## src/rtl/core/hclc_pkg.sv

```systemverilog
// hclc_pkg: shared types and constants for the home climate and lamp controller
// op codes, register indexes, reset values and reciprocal constants for the conversions
// no dependencies
package hclc_pkg;

  typedef enum logic [2:0] {
    OP_SENSE = 3'd0,
    OP_LAMP  = 3'd1,
    OP_FAN   = 3'd2,
    OP_AUTO  = 3'd3,
    OP_TICK  = 3'd4
  } op_t;

  typedef enum logic [2:0] {
    REG_FAN_TEMP_ON     = 3'd0,
    REG_FAN_TEMP_OFF    = 3'd1,
    REG_FAN_HUM_ON      = 3'd2,
    REG_FAN_HUM_OFF     = 3'd3,
    REG_LIGHT_DARK      = 3'd4,
    REG_LIGHT_BRIGHT    = 3'd5,
    REG_TEMP_ALARM_HIGH = 3'd6,
    REG_DIST_ALARM_CM   = 3'd7
  } cfg_idx_t;

  localparam int CFG_DATA_W = 11;

  localparam logic [7:0]  RST_FAN_TEMP_ON     = 8'd30;
  localparam logic [7:0]  RST_FAN_TEMP_OFF    = 8'd27;
  localparam logic [7:0]  RST_FAN_HUM_ON      = 8'd80;
  localparam logic [7:0]  RST_FAN_HUM_OFF     = 8'd65;
  localparam logic [6:0]  RST_LIGHT_DARK      = 7'd30;
  localparam logic [6:0]  RST_LIGHT_BRIGHT    = 7'd70;
  localparam logic [7:0]  RST_TEMP_ALARM_HIGH = 8'd35;
  localparam logic [10:0] RST_DIST_ALARM_CM   = 11'd10;

  localparam logic [7:0] TEMP_ALARM_LOW = 8'd5;
  localparam logic [7:0] HUM_ALARM_HIGH = 8'd85;
  localparam logic [7:0] HUM_ALARM_LOW  = 8'd20;
  localparam logic [7:0] LIGHT_DELTA    = 8'd3;

  // light percent = (dark - adc) * 100 / (dark - bright), reduced by the common factor
  localparam logic [11:0] ADC_BRIGHT = 12'd250;
  localparam logic [11:0] ADC_DARK   = 12'd3600;
  localparam int LIGHT_GCD   = 50;
  localparam int PCT_NUM     = 100 / LIGHT_GCD;
  localparam int PCT_DEN     = (int'(ADC_DARK) - int'(ADC_BRIGHT)) / LIGHT_GCD;
  localparam int PCT_SHIFT   = 19;
  localparam int PCT_RECIP   = ((PCT_NUM << PCT_SHIFT) + PCT_DEN - 1) / PCT_DEN;
  localparam int PCT_RECIP_W = 14;
  localparam int PCT_PROD_W  = 12 + PCT_RECIP_W;

  // distance = echo / 58 by multiply and shift, exact over 16 bits
  localparam int ECHO_DIV     = 58;
  localparam int DIST_SHIFT   = 22;
  localparam int DIST_RECIP   = ((1 << DIST_SHIFT) + ECHO_DIV - 1) / ECHO_DIV;
  localparam int DIST_RECIP_W = 17;
  localparam int DIST_PROD_W  = 16 + DIST_RECIP_W;

  typedef struct packed {
    logic [6:0]  light_pct;
    logic [6:0]  after_pct;
    logic [10:0] dist_cm;
  } conv_t;

endpackage

```

## src/rtl/core/hclc_if.sv

```systemverilog
// hclc_if: valid/ready channel interfaces for the input item and the status result
// payload widths follow the controller's field list; no dependencies
interface hclc_item_if;
  logic        valid;
  logic        ready;
  logic [2:0]  op;
  logic        cmd_value;
  logic        climate_ok;
  logic [7:0]  temp_c;
  logic [7:0]  hum_pct;
  logic [11:0] light_adc;
  logic [11:0] light_after_adc;
  logic        echo_seen;
  logic [15:0] echo_count;

  modport source (
    output valid, op, cmd_value, climate_ok, temp_c, hum_pct, light_adc,
           light_after_adc, echo_seen, echo_count,
    input  ready
  );
  modport sink (
    input  valid, op, cmd_value, climate_ok, temp_c, hum_pct, light_adc,
           light_after_adc, echo_seen, echo_count,
    output ready
  );
endinterface

interface hclc_status_if;
  logic        valid;
  logic        ready;
  logic        lamp_on;
  logic        fan_on;
  logic        auto_mode;
  logic        lamp_fault;
  logic        alarm;
  logic [6:0]  light_pct;
  logic [10:0] range_cm;
  logic        distance_valid;
  logic [7:0]  temp_out;
  logic [7:0]  hum_out;
  logic [3:0]  motor_coils;

  modport source (
    output valid, lamp_on, fan_on, auto_mode, lamp_fault, alarm, light_pct,
           range_cm, distance_valid, temp_out, hum_out, motor_coils,
    input  ready
  );
  modport sink (
    input  valid, lamp_on, fan_on, auto_mode, lamp_fault, alarm, light_pct,
           range_cm, distance_valid, temp_out, hum_out, motor_coils,
    output ready
  );
endinterface

```

## src/rtl/core/hclc_conv.sv

```systemverilog
// hclc_conv: raw sensor conversions, light adc to percent and echo count to centimetres
// constant divisions done as reciprocal multiplies; uses hclc_pkg
module hclc_conv (
  input  logic [11:0]         light_adc,
  input  logic [11:0]         light_after_adc,
  input  logic [15:0]         echo_count,
  output hclc_pkg::conv_t     conv
);
  import hclc_pkg::*;

  logic [DIST_PROD_W-1:0] dist_prod;

  function automatic logic [6:0] adc_to_pct(input logic [11:0] raw);
    logic [11:0]           clamped;
    logic [11:0]           span;
    logic [PCT_PROD_W-1:0] prod;
    clamped = raw;
    if (raw < ADC_BRIGHT) begin
      clamped = ADC_BRIGHT;
    end else if (raw > ADC_DARK) begin
      clamped = ADC_DARK;
    end
    span = ADC_DARK - clamped;
    prod = PCT_PROD_W'(span) * PCT_PROD_W'(PCT_RECIP);
    return prod[PCT_SHIFT +: 7];
  endfunction

  assign dist_prod = DIST_PROD_W'(echo_count) * DIST_PROD_W'(DIST_RECIP);

  always_comb begin
    conv.light_pct = adc_to_pct(light_adc);
    conv.after_pct = adc_to_pct(light_after_adc);
    conv.dist_cm   = dist_prod[DIST_SHIFT +: 11];
  end

endmodule

```

## src/rtl/core/home_climate_lamp_controller.sv

```systemverilog
// home_climate_lamp_controller: top level, input register, state update and status output
// depends on hclc_pkg, hclc_if (hclc_item_if, hclc_status_if) and hclc_conv
//
//  channel  dir  kind          beat / write
//  item     in   valid/ready   op, command and sensor sample
//  status   out  valid/ready   lamp, fan, alarm and sensor state after the item
//  wr_*     in   write enable  config register index and data
//
// one item per cycle while status is not stalled; an item beat goes through the input
// register (conversion multiplies before it), then the state update to the status output
// rst is synchronous, clears valid flags and controller state, loads register defaults
// a stalled status beat holds the pipe; the input register still takes one more item
module home_climate_lamp_controller (
  input  logic                             clk,
  input  logic                             rst,
  hclc_item_if.sink                        item,
  hclc_status_if.source                    status,
  input  logic                             wr_en,
  input  hclc_pkg::cfg_idx_t               wr_index,
  input  logic [hclc_pkg::CFG_DATA_W-1:0]  wr_data
);
  import hclc_pkg::*;

  // config registers
  logic [7:0]  fan_t_start;
  logic [7:0]  fan_t_stop;
  logic [7:0]  fan_h_start;
  logic [7:0]  fan_h_stop;
  logic [6:0]  dim_pct;
  logic [6:0]  glare_pct;
  logic [7:0]  temp_alarm_high;
  logic [10:0] near_cm;

  // input register
  logic        s1_valid;
  op_t         s1_op;
  logic        s1_cmd;
  logic        s1_climate_ok;
  logic [7:0]  s1_temp;
  logic [7:0]  s1_hum;
  logic        s1_echo;
  conv_t       s1_conv;
  conv_t       conv;

  // controller state, also the status payload
  logic        out_valid;
  logic [7:0]  temp, temp_next;
  logic [7:0]  hum, hum_next;
  logic [6:0]  light, light_next;
  logic [10:0] range_cm, range_cm_next;
  logic        dist_ok, dist_ok_next;
  logic        lamp, lamp_next;
  logic        fan, fan_next;
  logic        auto_mode, auto_mode_next;
  logic        fault, fault_next;
  logic        alarm, alarm_next;
  logic [1:0]  phase, phase_next;

  logic        advance;
  logic        take;
  logic        step;

  logic [7:0]  new_temp;
  logic [7:0]  new_hum;
  logic [10:0] new_dist;
  logic        near;
  logic        go_dark;
  logic        go_bright;
  logic        dark_fault;
  logic        bright_fault;
  logic        fan_start;
  logic        fan_stop;

  hclc_conv u_conv (
    .light_adc       (item.light_adc),
    .light_after_adc (item.light_after_adc),
    .echo_count      (item.echo_count),
    .conv            (conv)
  );

  assign advance    = !out_valid || status.ready;
  assign item.ready = !s1_valid || advance;
  assign take       = item.valid && item.ready;
  assign step       = s1_valid && advance;

  always_ff @(posedge clk) begin
    if (rst) begin
      fan_t_start     <= RST_FAN_TEMP_ON;
      fan_t_stop      <= RST_FAN_TEMP_OFF;
      fan_h_start     <= RST_FAN_HUM_ON;
      fan_h_stop      <= RST_FAN_HUM_OFF;
      dim_pct         <= RST_LIGHT_DARK;
      glare_pct       <= RST_LIGHT_BRIGHT;
      temp_alarm_high <= RST_TEMP_ALARM_HIGH;
      near_cm         <= RST_DIST_ALARM_CM;
    end else if (wr_en) begin
      unique case (wr_index)
        REG_FAN_TEMP_ON:     fan_t_start     <= wr_data[7:0];
        REG_FAN_TEMP_OFF:    fan_t_stop      <= wr_data[7:0];
        REG_FAN_HUM_ON:      fan_h_start     <= wr_data[7:0];
        REG_FAN_HUM_OFF:     fan_h_stop      <= wr_data[7:0];
        REG_LIGHT_DARK:      dim_pct         <= wr_data[6:0];
        REG_LIGHT_BRIGHT:    glare_pct       <= wr_data[6:0];
        REG_TEMP_ALARM_HIGH: temp_alarm_high <= wr_data[7:0];
        REG_DIST_ALARM_CM:   near_cm         <= wr_data[10:0];
        default: ;
      endcase
    end
  end

  always_ff @(posedge clk) begin
    if (rst) begin
      s1_valid <= 1'b0;
    end else if (item.ready) begin
      s1_valid <= item.valid;
    end
  end

  always_ff @(posedge clk) begin
    if (take) begin
      s1_op         <= op_t'(item.op);
      s1_cmd        <= item.cmd_value;
      s1_climate_ok <= item.climate_ok;
      s1_temp       <= item.temp_c;
      s1_hum        <= item.hum_pct;
      s1_echo       <= item.echo_seen;
      s1_conv       <= conv;
    end
  end

  // sense sample terms
  assign new_temp     = s1_climate_ok ? s1_temp : temp;
  assign new_hum      = s1_climate_ok ? s1_hum : hum;
  assign new_dist     = s1_echo ? s1_conv.dist_cm : 11'd0;
  assign near         = s1_echo && (new_dist < near_cm);
  assign go_dark      = (s1_conv.light_pct < dim_pct) && !lamp;
  assign go_bright    = (s1_conv.light_pct > glare_pct) && lamp;
  assign dark_fault   = {1'b0, s1_conv.after_pct} <= ({1'b0, s1_conv.light_pct} + LIGHT_DELTA);
  assign bright_fault = {1'b0, s1_conv.light_pct} <= ({1'b0, s1_conv.after_pct} + LIGHT_DELTA);
  assign fan_start    = ((new_temp > fan_t_start) || (new_hum > fan_h_start)) && !fan;
  assign fan_stop     = (new_temp < fan_t_stop) && (new_hum < fan_h_stop) && fan;

  always_comb begin
    temp_next      = temp;
    hum_next       = hum;
    light_next     = light;
    range_cm_next  = range_cm;
    dist_ok_next   = dist_ok;
    lamp_next      = lamp;
    fan_next       = fan;
    auto_mode_next = auto_mode;
    fault_next     = fault;
    alarm_next     = alarm;
    phase_next     = phase;
    unique case (s1_op)
      OP_SENSE: begin
        temp_next     = new_temp;
        hum_next      = new_hum;
        light_next    = s1_conv.light_pct;
        range_cm_next = new_dist;
        dist_ok_next  = s1_echo;
        if (auto_mode) begin
          if (go_dark) begin
            lamp_next  = 1'b1;
            fault_next = dark_fault;
          end else if (go_bright) begin
            lamp_next  = 1'b0;
            fault_next = bright_fault;
          end
          if (fan_start) begin
            fan_next = 1'b1;
          end else if (fan_stop) begin
            fan_next = 1'b0;
          end
        end
        alarm_next = (new_temp > temp_alarm_high) || (new_temp < TEMP_ALARM_LOW) ||
                     (new_hum > HUM_ALARM_HIGH) || (new_hum < HUM_ALARM_LOW) ||
                     fault_next || near;
      end
      OP_LAMP: lamp_next      = s1_cmd;
      OP_FAN:  fan_next       = s1_cmd;
      OP_AUTO: auto_mode_next = s1_cmd;
      OP_TICK: begin
        if (fan) begin
          phase_next = phase + 2'd1;
        end
      end
      default: ;
    endcase
  end

  always_ff @(posedge clk) begin
    if (rst) begin
      out_valid <= 1'b0;
      temp      <= '0;
      hum       <= '0;
      light     <= '0;
      range_cm  <= '0;
      dist_ok   <= 1'b0;
      lamp      <= 1'b0;
      fan       <= 1'b0;
      auto_mode <= 1'b0;
      fault     <= 1'b0;
      alarm     <= 1'b0;
      phase     <= '0;
    end else begin
      if (advance) begin
        out_valid <= s1_valid;
      end
      if (step) begin
        temp      <= temp_next;
        hum       <= hum_next;
        light     <= light_next;
        range_cm  <= range_cm_next;
        dist_ok   <= dist_ok_next;
        lamp      <= lamp_next;
        fan       <= fan_next;
        auto_mode <= auto_mode_next;
        fault     <= fault_next;
        alarm     <= alarm_next;
        phase     <= phase_next;
      end
    end
  end

  assign status.valid          = out_valid;
  assign status.lamp_on        = lamp;
  assign status.fan_on         = fan;
  assign status.auto_mode      = auto_mode;
  assign status.lamp_fault     = fault;
  assign status.alarm          = alarm;
  assign status.light_pct      = light;
  assign status.range_cm       = range_cm;
  assign status.distance_valid = dist_ok;
  assign status.temp_out       = temp;
  assign status.hum_out        = hum;
  assign status.motor_coils    = fan ? (4'b0001 << phase) : 4'b0000;

endmodule

```

## src/flat_wrapper.sv

```systemverilog
// flat-port wrapper written by rule: the top's interface ports become plain ports
module home_climate_lamp_controller_flat import hclc_pkg::*;
  (clk, rst, wr_en, wr_index, wr_data, item_valid, item_op, item_cmd_value, item_climate_ok, item_temp_c, item_hum_pct, item_light_adc, item_light_after_adc, item_echo_seen, item_echo_count, item_ready, status_valid, status_lamp_on, status_fan_on, status_auto_mode, status_lamp_fault, status_alarm, status_light_pct, status_range_cm, status_distance_valid, status_temp_out, status_hum_out, status_motor_coils, status_ready);
  hclc_item_if item_i ();
  hclc_status_if status_i ();
  input  logic clk;
  input  logic rst;
  input  logic wr_en;
  input  hclc_pkg::cfg_idx_t wr_index;
  input  logic [hclc_pkg::CFG_DATA_W-1:0] wr_data;
  input wire logic [$bits(item_i.valid)-1:0] item_valid;
  input wire logic [$bits(item_i.op)-1:0] item_op;
  input wire logic [$bits(item_i.cmd_value)-1:0] item_cmd_value;
  input wire logic [$bits(item_i.climate_ok)-1:0] item_climate_ok;
  input wire logic [$bits(item_i.temp_c)-1:0] item_temp_c;
  input wire logic [$bits(item_i.hum_pct)-1:0] item_hum_pct;
  input wire logic [$bits(item_i.light_adc)-1:0] item_light_adc;
  input wire logic [$bits(item_i.light_after_adc)-1:0] item_light_after_adc;
  input wire logic [$bits(item_i.echo_seen)-1:0] item_echo_seen;
  input wire logic [$bits(item_i.echo_count)-1:0] item_echo_count;
  output wire logic [$bits(item_i.ready)-1:0] item_ready;
  output wire logic [$bits(status_i.valid)-1:0] status_valid;
  output wire logic [$bits(status_i.lamp_on)-1:0] status_lamp_on;
  output wire logic [$bits(status_i.fan_on)-1:0] status_fan_on;
  output wire logic [$bits(status_i.auto_mode)-1:0] status_auto_mode;
  output wire logic [$bits(status_i.lamp_fault)-1:0] status_lamp_fault;
  output wire logic [$bits(status_i.alarm)-1:0] status_alarm;
  output wire logic [$bits(status_i.light_pct)-1:0] status_light_pct;
  output wire logic [$bits(status_i.range_cm)-1:0] status_range_cm;
  output wire logic [$bits(status_i.distance_valid)-1:0] status_distance_valid;
  output wire logic [$bits(status_i.temp_out)-1:0] status_temp_out;
  output wire logic [$bits(status_i.hum_out)-1:0] status_hum_out;
  output wire logic [$bits(status_i.motor_coils)-1:0] status_motor_coils;
  input wire logic [$bits(status_i.ready)-1:0] status_ready;
  assign item_i.valid = item_valid;
  assign item_i.op = item_op;
  assign item_i.cmd_value = item_cmd_value;
  assign item_i.climate_ok = item_climate_ok;
  assign item_i.temp_c = item_temp_c;
  assign item_i.hum_pct = item_hum_pct;
  assign item_i.light_adc = item_light_adc;
  assign item_i.light_after_adc = item_light_after_adc;
  assign item_i.echo_seen = item_echo_seen;
  assign item_i.echo_count = item_echo_count;
  assign item_ready = item_i.ready;
  assign status_valid = status_i.valid;
  assign status_lamp_on = status_i.lamp_on;
  assign status_fan_on = status_i.fan_on;
  assign status_auto_mode = status_i.auto_mode;
  assign status_lamp_fault = status_i.lamp_fault;
  assign status_alarm = status_i.alarm;
  assign status_light_pct = status_i.light_pct;
  assign status_range_cm = status_i.range_cm;
  assign status_distance_valid = status_i.distance_valid;
  assign status_temp_out = status_i.temp_out;
  assign status_hum_out = status_i.hum_out;
  assign status_motor_coils = status_i.motor_coils;
  assign status_i.ready = status_ready;
  home_climate_lamp_controller u_core (.clk(clk), .rst(rst), .item(item_i), .status(status_i), .wr_en(wr_en), .wr_index(wr_index), .wr_data(wr_data));
endmodule
```

## config.mk

```make
export PLATFORM = sky130hd
export DESIGN_NAME = home_climate_lamp_controller_flat
export DESIGN_NICKNAME = d
export VERILOG_FILES = /design/src/rtl/core/hclc_pkg.sv /design/src/rtl/core/hclc_if.sv /design/src/rtl/core/hclc_conv.sv /design/src/rtl/core/home_climate_lamp_controller.sv /design/src/flat_wrapper.sv
export SDC_FILE = /design/constraint.sdc
export NUM_CORES = 1
export LEC_CHECK = 0
export CORE_UTILIZATION = 58
export CTS_BUF_LIST = sky130_fd_sc_hd__clkbuf_8
export DETAILED_ROUTE_END_ITERATION = 12
export DONT_BUFFER_PORTS = 1
export GPL_ROUTABILITY_DRIVEN = 0
export PLACE_DENSITY_LB_ADDON = 0.15
export SETUP_SLACK_MARGIN = 0.5
export SYNTH_ARGS = -nofsm -noshare
export SYNTH_HDL_FRONTEND = slang
export SYNTH_SLANG_ARGS = --single-unit
```

## constraint.sdc

```tcl
create_clock -name clk -period 8.8 [get_ports clk]
set_input_delay 0.44 -clock clk [delete_from_list [all_inputs] [get_ports clk]]
set_output_delay 0.44 -clock clk [all_outputs]
set_load 0.1 [all_outputs]
```

# --- After elaboration in Yosys (flattened, before gate mapping) ---
# Cells that the tools add are included.
# Widths: inputs -> output; s select.
word_totals:
  ff_bits: 156
  latchBits: 0
  ramBits: 0
  romBits: 0
  inputBits: 81
  out_inout_bits: 46
  wordCells: 127
  memories: 0
classes:
  addsub: 5
  multipliers: 3
  div_mod_pow: 0
  n_lt_le_gt_ge: 17
  n_eq_ne: 14
  shift: 1
  n_mux: 20
  n_bitwise: 0
  reduce_logical: 37
ops:
  columns: ["op", "n"]
  rows:
  - ["$mul 12x14->26 const B", 2]
  - ["$mux 12", 4]
  - ["$mul 16x15->31 const B", 1]
  - ["$gt 12x12->1 const B", 2]
  - ["$gt 8x8->1", 3]
  - ["$lt 12x8->1 const B", 2]
  - ["$sub 12x12->12 const A", 2]
  - ["$reduce_and 2->1", 10]
  - ["$add 7x2->8 const B", 2]
  - ["$le 7x8->1", 2]
  - ["$lt 8x8->1", 2]
  - ["$mux 8", 2]
  - ["$eq 3x3->1 const B", 5]
  - ["$eq 3x2->1 const B", 4]
  - ["$lt 11x11->1", 1]
  - ["$mux 11", 1]
  - ["$mux 1", 10]
  - ["$gt 8x7->1 const B", 1]
  - ["$logic_and 1x1->1", 8]
  - ["$logic_or 1x1->1", 8]
  - ["$lt 8x3->1 const B", 1]
  - ["$lt 8x5->1 const B", 1]
  - ["$reduce_and 4->1", 2]
  - ["$gt 7x7->1", 1]
  - ["12 further kinds", 20]

# --- Logic depth before layout (Yosys ltp) ---
# Gate-level depths: netlist of run 1.
logic_depth:
  ltp_word: 8
  ltp_mapped: 32
  ltp_nobuf: 31

# --- Cells and area by module ---
# A second synthesis of run 1 with hierarchy kept.
unflattened:
  hier_cells: 1954
  area_unflattened_um2: 18019.8
by_module_without_submodules:
  columns: ["module", "n_inst", "cells_per_inst", "area_per_inst_um2", "seq_area_each_um2"]
  rows:
  - ["hclc_conv", 1, 1103, 10163.5, 0.0]
  - ["home_climate_lamp_controller", 1, 851, 7856.3, 3593.4]

# --- Least setup slack after synthesis of run 1 ---
# Ideal clock, no wire load.
synth_timing:
  kind: "input to register"
  startpoint: "in item_light_after_adc[2]"
  endpoint: "reg u_core.s1_conv[17] in the netlist's numbering, data pin"
  setup_ns: 0.260
  t_arrival_ns: 6.826
  required_ns: 8.540
  setup_slack_ns: 1.714
  path_stages: 29
  path_buffers: 1
  cell_sequence: "clkbuf_1 > or2_2 > o31ai_1 > nand2_1 > nand2_1 > nand2_1 > and2_1 > ha_1 > nor3_1 > a21oi_1 > and2_1 > a32oi_1 > inv_1 > fa_1 > inv_1 > ha_1 > inv_1 > fa_1 > inv_1 > fa_1 > ha_1 > ha_1 > a21o_1 > a21oi_1 > o22a_1 > o211ai_1 > a31o_2 > a21oi_1 > xnor2_1"
synth_lines:
  columns: ["element", "line", "source"]
  rows:
  - ["from (decl)", "flat_wrapper.sv:18", "input wire logic [$bits(item_i.light_after_adc)-1:0] item_light_after_adc;"]
  - ["to (signal assigned)", "home_climate_lamp_controller.sv:127", "s1_conv <= conv;"]
  - ["to (decl)", "home_climate_lamp_controller.sv:42", "conv_t s1_conv;"]

==> reports/qor.txt, run 1 <==
critical path's slowest cell = sky130_fd_sc_hd__a32oi_1
PnR worst setup slack = 1.55 ns
instance count of the mapped netlist = 1,944
top library cells by usage in the layout, fill and taps aside = sky130_fd_sc_hd__inv_1, sky130_fd_sc_hd__ha_1, sky130_fd_sc_hd__fa_1, sky130_fd_sc_hd__nand2_1, sky130_fd_sc_hd__nor2_1
drt wl/cell = 16.1 um
cell area after placement = 0.0183 mm^2
Req. time, crit path = 8.99 ns
hold buffer count at cts = 0
number of clock buffers inserted by TritonCTS = 17
total of buffers placed on input and output ports = 0
minimum hold slack = 0.0465 ns
worst setup path category = in -> reg
Layout area overhead = 4.40%
wire length of the first global-routing pass = 63,700 um
post-synthesis share of cell area spent on full adders, half adders and majority gates = 0.435
Synth Area in Compound Gates = 0.109
number of nets with antenna violations after detailed routing = 0
I/O pin count = 127
number of unique standard cell types used by synthesis = 67
Max Transition Viols Final = 0
sequential element share of the synthesized area = 0.201
design area = 0.0187 mm^2
HPWL after detailed placement = 31,300 um
RSZ-0062 raised after global routing = false
number of flip-flops and latches in the synthesized netlist = 156
count of TritonRoute iterations in the first routing pass = 7
Final setup viols = 0
mean instance size in the synthesized netlist = 9.21 um^2
reg-to-reg endpoint = u_core.s1_conv[18]
fraction of the cycle the final worst path needs = 0.824
clk_skew = 0.0116 ns
share of final-layout standard cells stronger than drive strength 1 = 0.0279
Slew Limit Headroom = 0.203
combinational family with the most area after synthesis = adder cells
most common cell after layout, fill and taps aside = sky130_fd_sc_hd__inv_1
# resized after CTS = 0
Final min period = 7.25 ns
IR Drop Worst-Case VDD = 202 uV
count of flip-flops with a built-in enable after synthesis = 47
buffer cell driving the clock tree root = sky130_fd_sc_hd__clkbuf_8
Floorplan Core Area = 0.0300 mm^2
Total Routed Length = 37,600 um
post-layout net count = 2,531
CTS tree = done
sort of element at the start of the critical path = primary input
end of the critical path = u_core.s1_conv[17]
Worst Setup End Kind = register
starting density of the core = 0.596
worst-skew pair later-pin latency = 0.45 ns
Setup WS pre-CTS = 1.20 ns
Post-Route Setup TNS = 0 ns
die span in y = 178 um
largest net degree at the start of global routing = 111
die footprint = 0.0316 mm^2
violation count after the first detailed-route iteration = 684
share of synthesized cell area in and, or, nand and nor gates = 0.109
transition at the pin with the smallest max-transition slack = 1.19 ns
maximum buffer depth of the clock tree = 2
Post-synth ARST share = 0
ratio of total power to cell area = 287 mW/mm^2
Post-Syn Area = 0.0179 mm^2
number of antenna violations at the first check in global routing = 2
DRC viols = 0
routed vias/inst = 5.50
vias in the first global route = 13,402
H-tree depth = 4
overall die width = 178 um
stage delay of the slowest cell on the critical path = 0.58 ns
vias after detailed routing = 12,819
fill cell total of the finished layout = 2,613
worst min path class = in -> reg
proportion of synthesized area in mux cells = 0.0232
cell row count = 63
R2R Setup Slk = 5.60 ns
Worst Hold Path Cells = 1
multi-input gate area in the final layout = 0.0126 mm^2
dominant synthesized flop cell = sky130_fd_sc_hd__dfxtp_1
GRT Resource Usage Total = 0.254
Highest Clock Rate = 0.138 GHz
static leakage = 9.35 nW
parity-gate share of the synthesized area counting xor and xnor cells = 0.0269
depth of the worst register-to-register path = 3
Critical Path AT = 7.44 ns
clock-pin slew on the worst setup and hold paths = 0.08 ns
Post-CTS Setup Inserts = 0
largest driver fanout on the critical path = 9
flip-flop and latch area = 0.00359 mm^2
number of clock sinks = 156
# Max-Cap Violations = 0
origin of the critical flop-to-flop path = u_core.status.valid
Syn. warnings = 0
global-route congestion overflow total = 0
total nets after synthesis = 2,550
final hold violation count = 0
result of the run = complete, no violations
Critical path origin = item_light_after_adc[2]
-- layout make-up --
| class | instances | share of cell area |
|---|---|---|
| Clock buffer | 17 | 0.0125 |
| Timing Repair Buffer | 7 | 0.00281 |
| Multi-Input combinational cell | 1334 | 0.674 |
| Antenna cell | 2 | 0.000268 |
| Clock inverter | 15 | 0.00984 |
| Inverter | 409 | 0.0821 |
| Tap cell | 390 | 0.0261 |
| Sequential cell | 156 | 0.192 |
-- per-layer routing --
layer,GRT usage,share of wire,vias to the layer above
li1,-,-,6397
met1,0.326,0.46,6130
met2,0.448,0.48,248
met3,0.0360,0.043,44
met4,0.0605,0.017,0
met5,0,0,-
-- metrics by stage --
step,util,power [mW],std cells
3_3_place_gp,0.608,4.71,2296
2_1_floorplan,-,4.00,1944
6_report,0.622,5.36,2330
5_1_grt,0.622,6.09,2329
3_5_place_dp,0.608,4.83,2296
4_1_cts,0.622,5.43,2328
-- critical path: cells and delay by family --
family	cells	cell delay, ns
buffers and inverters	4	0.34
AOI/OAI and AO/OA	9	2.29
xor gates and xnor gates	1	0.09
adders and majority gates	7	2.80
and+or+nand+nor	7	1.48
-- worst min-delay path by stage --
stage	start	to	slack (ns)
floorplan	u_core.near_cm[0]	u_core.near_cm[0]	0.43
global placement	u_core.fan_t_stop[6]	u_core.fan_t_stop[6]	0.44
detailed placement	u_core.near_cm[5]	u_core.near_cm[5]	0.44
CTS	rst	u_core.status.light_pct[4]	0.02
global route	rst	u_core.status.hum_out[0]	0.02
finish	rst	u_core.status.hum_out[0]	0.05
-- sequential cells by signal, summed over array words and instances (netlist names), 7 cells and up --
signal / cells
u_core.s1_temp: 8
u_core.status.light_pct: 7
u_core.fan_h_stop: 8
u_core.glare_pct: 7
u_core.status.hum_out: 8
u_core.status.temp_out: 8
u_core.status.range_cm: 11
u_core.near_cm: 11
u_core.temp_alarm_high: 8
u_core.fan_h_start: 8
u_core.s1_hum: 8
u_core.dim_pct: 7
u_core.fan_t_stop: 8
u_core.fan_t_start: 8
u_core.s1_conv: 25
-- synth_stat cells, types with 4 or more instances --
library cell	instances	share of area
sky130_fd_sc_hd__o31ai_1	5	0.0021
sky130_fd_sc_hd__nand3_1	26	0.0073
sky130_fd_sc_hd__xor2_1	20	0.0098
sky130_fd_sc_hd__nor4_1	6	0.0021
sky130_fd_sc_hd__a31oi_1	5	0.0017
sky130_fd_sc_hd__nand2b_1	15	0.0052
sky130_fd_sc_hd__dfxtp_1	109	0.12
sky130_fd_sc_hd__a41oi_1	5	0.0024
sky130_fd_sc_hd__nand3b_1	10	0.0042
sky130_fd_sc_hd__a211oi_1	25	0.010
sky130_fd_sc_hd__nand4b_1	4	0.0020
sky130_fd_sc_hd__nor3_1	26	0.0073
sky130_fd_sc_hd__mux2_2	4	0.0025
sky130_fd_sc_hd__edfxtp_1	47	0.079
sky130_fd_sc_hd__or2_2	4	0.0014
sky130_fd_sc_hd__o21bai_1	6	0.0025
sky130_fd_sc_hd__inv_1	409	0.086
sky130_fd_sc_hd__a21boi_0	5	0.0021
sky130_fd_sc_hd__xnor2_1	35	0.017
sky130_fd_sc_hd__fa_1	162	0.18
sky130_fd_sc_hd__ha_1	363	0.25
sky130_fd_sc_hd__a21oi_1	95	0.027
sky130_fd_sc_hd__o2111ai_1	9	0.0044
sky130_fd_sc_hd__a21o_1	26	0.011
sky130_fd_sc_hd__mux2i_1	37	0.021
sky130_fd_sc_hd__nand2_1	145	0.030
sky130_fd_sc_hd__clkbuf_1	34	0.0071
sky130_fd_sc_hd__nor2_1	115	0.024
sky130_fd_sc_hd__nand4_1	12	0.0042
sky130_fd_sc_hd__a211o_1	19	0.0093
sky130_fd_sc_hd__o211ai_1	6	0.0025
sky130_fd_sc_hd__and2_1	24	0.0084
sky130_fd_sc_hd__o21ai_0	44	0.012
sky130_fd_sc_hd__nor2b_1	13	0.0045
sky130_fd_sc_hd__clkbuf_2	4	0.0011
sky130_fd_sc_hd__o21a_1	15	0.0063
sky130_fd_sc_hd__and3_1	7	0.0024
-- kinds of logic (layout without fill, tap and decap cells) --
| family | after synthesis | after routing |
|---|---|---|
| buf+inv | 454 | 448 |
| fa+ha+maj | 525 | 525 |
| flops | 156 | 156 |
| mux | 41 | 41 |
| xor+xnor | 55 | 55 |
| simple gates | 420 | 420 |
| other cells | 0 | 2 |
| compound gates | 293 | 293 |
-- report_power, final --
group | switching [mW] | leakage, nW | internal [mW] | total [mW]
clock network | 0.257 | 0.225 | 0.305 | 0.562
registers | 0.114 | 1.34 | 0.929 | 1.04
logic | 2.04 | 7.78 | 1.72 | 3.76
total | 2.41 | 9.35 | 2.95 | 5.36
Note: power is estimated with default switching activity, not from simulation.
==> inputs of run 2 (changes only) <==
--- a/config.mk
+++ b/config.mk
@@ -5,6 +5,7 @@
 export SDC_FILE = /design/constraint.sdc
 export NUM_CORES = 1
 export LEC_CHECK = 0
+export ABC_AREA = 1
 export CORE_UTILIZATION = 58
 export CTS_BUF_LIST = sky130_fd_sc_hd__clkbuf_8
 export DETAILED_ROUTE_END_ITERATION = 12
==> constraint.sdc (replaced) <==
create_clock -name clk -period 6.8 [get_ports clk]
set_input_delay 0.34 -clock clk [delete_from_list [all_inputs] [get_ports clk]]
set_output_delay 0.34 -clock clk [all_outputs]
set_load 0.1 [all_outputs]
==> run 2 against run 1 <==
Register-to-register slack got worse by 2.2 ns. Final cell count rose by 20%. Count of clock-buffer cells in the layout did not move. Highest routed layer is now met5.
==> reports/qor.txt, run 2 <==
ratio of total power to cell area = 458 mW/mm^2
H-tree depth = 4
Total Routed Length = 43,000 um
overall die width = 182 um
vias after detailed routing = 14,869
Post-synth ARST share = 0
die footprint = 0.0333 mm^2
worst setup path category = in -> reg
result of the run = complete, no violations
instance count of the mapped netlist = 2,330
worst min path class = in -> reg
largest driver fanout on the critical path = 9
violation count after the first detailed-route iteration = 640
GRT Resource Usage Total = 0.274
global-route congestion overflow total = 0
final hold violation count = 0
Final min period = 5.70 ns
number of clock buffers inserted by TritonCTS = 17
RSZ-0062 raised after global routing = true
fin util = 0.634
clock group share of total power = 0.088
HPWL after detailed placement = 35,300 um
Worst Setup End Kind = register
number of flip-flops and latches in the synthesized netlist = 156
share of final-layout standard cells stronger than drive strength 1 = 0.0312
sequential element share of the synthesized area = 0.190
largest net degree at the start of global routing = 94
Commonest cells post-synth = sky130_fd_sc_hd__inv_1, sky130_fd_sc_hd__ha_1, sky130_fd_sc_hd__nand2_1, sky130_fd_sc_hd__a21oi_1, sky130_fd_sc_hd__fa_1
fraction of the cycle the final worst path needs = 0.838
count of TritonRoute iterations in the first routing pass = 5
number of unique standard cell types used by synthesis = 42
Layout area overhead = 6.75%
total nets after synthesis = 2,936
cell row count = 65
Critical path origin = item_light_after_adc[1]
routed vias/inst = 5.30
Critical Path AT = 5.94 ns
leading cell types by total area after synthesis = sky130_fd_sc_hd__ha_1, sky130_fd_sc_hd__fa_1, sky130_fd_sc_hd__dfxtp_1
total of buffers placed on input and output ports = 0
worst-skew pair later-pin latency = 0.47 ns
Yosys top cell area share = 0.241
Net Sw Frac = 0.524
clock-pin slew on the worst setup and hold paths = 0.09 ns
top library cells by usage in the layout, fill and taps aside = sky130_fd_sc_hd__inv_1, sky130_fd_sc_hd__ha_1, sky130_fd_sc_hd__nand2_1, sky130_fd_sc_hd__a21oi_1, sky130_fd_sc_hd__fa_1
IR Drop Worst-Case VDD = 285 uV
clk_skew = 0.0128 ns
end of the critical path = u_core.s1_conv[17]
largest area contributor in the synthesized netlist = sky130_fd_sc_hd__ha_1
I/O pin count = 127
drt wl/cell = 15.3 um
Max Transition Viols Final = 0
transition at the pin with the smallest max-transition slack = 1.12 ns
DRC viols = 0
Slew Limit Headroom = 0.249
Most flops, register = u_core.s1_conv
post-layout net count = 2,963
number of flip-flops in the largest register = 25
dominant synthesized flop cell = sky130_fd_sc_hd__dfxtp_1
cell seen most often among critical-path stages = sky130_fd_sc_hd__nand2_1
minimum hold slack = 0.0212 ns
critical path's slowest cell = sky130_fd_sc_hd__fa_1
buffer cell driving the clock tree root = sky130_fd_sc_hd__clkbuf_8
Syn. warnings = 0
sort of element at the start of the critical path = primary input
P_sw = 4.83 mW
static leakage = 10.6 nW
maximum buffer depth of the clock tree = 2
Highest Clock Rate = 0.175 GHz
cell internal power dissipation = 4.40 mW
largest registers = u_core.s1_conv: 25 flops, u_core.near_cm: 11 flops, u_core.status.range_cm: 11 flops
starting density of the core = 0.594
# Max-Cap Violations = 0
Final setup viols = 0
origin of the critical flop-to-flop path = u_core.status.hum_out[3]
number of nets with antenna violations after detailed routing = 0
R2R Setup Slk = 3.38 ns
Post-Syn Area = 0.0189 mm^2
part of the total power dissipated in sequential elements = 0.149
number of antenna violations at the first check in global routing = 3
combinational group share of total power = 0.763
number of clock sinks = 156
most common cell after layout, fill and taps aside = sky130_fd_sc_hd__inv_1
depth of the worst register-to-register path = 14
wire length of the first global-routing pass = 73,100 um
count of flip-flops with a built-in enable after synthesis = 47
Post-Route Setup TNS = 0 ns
reg-to-reg endpoint = u_core.status.fan_on
vias in the first global route = 15,267
die span in y = 182 um
CTS tree = done
stage delay of the slowest cell on the critical path = 0.52 ns
Req. time, crit path = 7.04 ns
mean instance size in the synthesized netlist = 8.10 um^2
Floorplan Core Area = 0.0318 mm^2
most used standard cell by instance count after synthesis = sky130_fd_sc_hd__inv_1
run 2: power by group through the flow:
stage               clock (mW)  sequential (mW)  combinational [mW]
floorplan                    0             1.34                5.33
global placement             0             1.39                6.76
detailed placement           0             1.39                6.93
CTS                      0.829             1.37                7.01
global route             0.866             1.39                8.12
finish                   0.814             1.37                7.04
run 2: cell type report:
class                           instances  area [um^2]
Multi-Input combinational cell       1587        13100
Fill cell                            2806        11600
Sequential cell                       156         3590
Inverter                              557         2090
Tap cell                              435          544
Timing Repair Buffer                   38          360
Clock inverter                         15          235
Clock buffer                           17          234
Antenna cell                            1         2.50
run 2: worst max-delay path, delay by kind of cell:
kind | cells | cell delay, ns
adders and majority gates | 7 | 2.46
and+or+nand+nor | 20 | 1.85
AOI/OAI and AO/OA | 3 | 0.43
buffers and inverters | 9 | 0.67
xor gates and xnor gates | 1 | 0.16
run 2: cell families (layout without fill, tap and decap cells):
kind of cell	after synthesis	in the layout	share of synthesized area
simple gates	590	590	0.134
fa+ha+maj	525	525	0.412
flops	156	156	0.190
other cells	0	1	0
compound gates	421	421	0.122
buf+inv	587	627	0.117
xor+xnor	51	51	0.0237
run 2: metrics by stage:
stage / total power [mW] / std cells / worst slack [ns] / instance area [um^2]
2_1_floorplan: 6.67 / 2330 / 1.01 / 18900
3_3_place_gp: 8.16 / 2742 / 0.775 / 19400
3_5_place_dp: 8.32 / 2742 / 0.596 / 19400
4_1_cts: 9.22 / 2804 / 1.08 / 20100
5_1_grt: 10.4 / 2806 / 0.485 / 20200
6_report: 9.23 / 2806 / 1.10 / 20200
run 2: repair_timing:
item | 4_1_cts | 5_1_grt
setup buffers | 0 | 1
resized for setup | 0 | 3
endpoints found under the setup margin | 0 | 2
hold buffers | 30 | 0
endpoints found under the hold margin | 61 | 0
run 2: per-layer routing:
layer / up-vias / track usage / share of wire
met4: 4 / 0.0706 / 0.020
met1: 6940 / 0.355 / 0.46
li1: 7567 / - / -
met3: 58 / 0.0467 / 0.051
met5: - / 0 / 0.00077
met2: 300 / 0.473 / 0.47
run 2: how the worst min path moves through the flow:
stage,from,end,slack [ns],cells after the start
2_1_floorplan,u_core.fan_t_stop[0],u_core.fan_t_stop[0],0.43,2
3_3_place_gp,rst,u_core.status.valid,0.42,1
3_5_place_dp,rst,u_core.status.valid,0.42,1
4_1_cts,wr_data[4],u_core.dim_pct[4],0.0009,2
5_1_grt,wr_data[4],u_core.dim_pct[4],0.004,2
6_report,wr_data[4],u_core.dim_pct[4],0.02,2
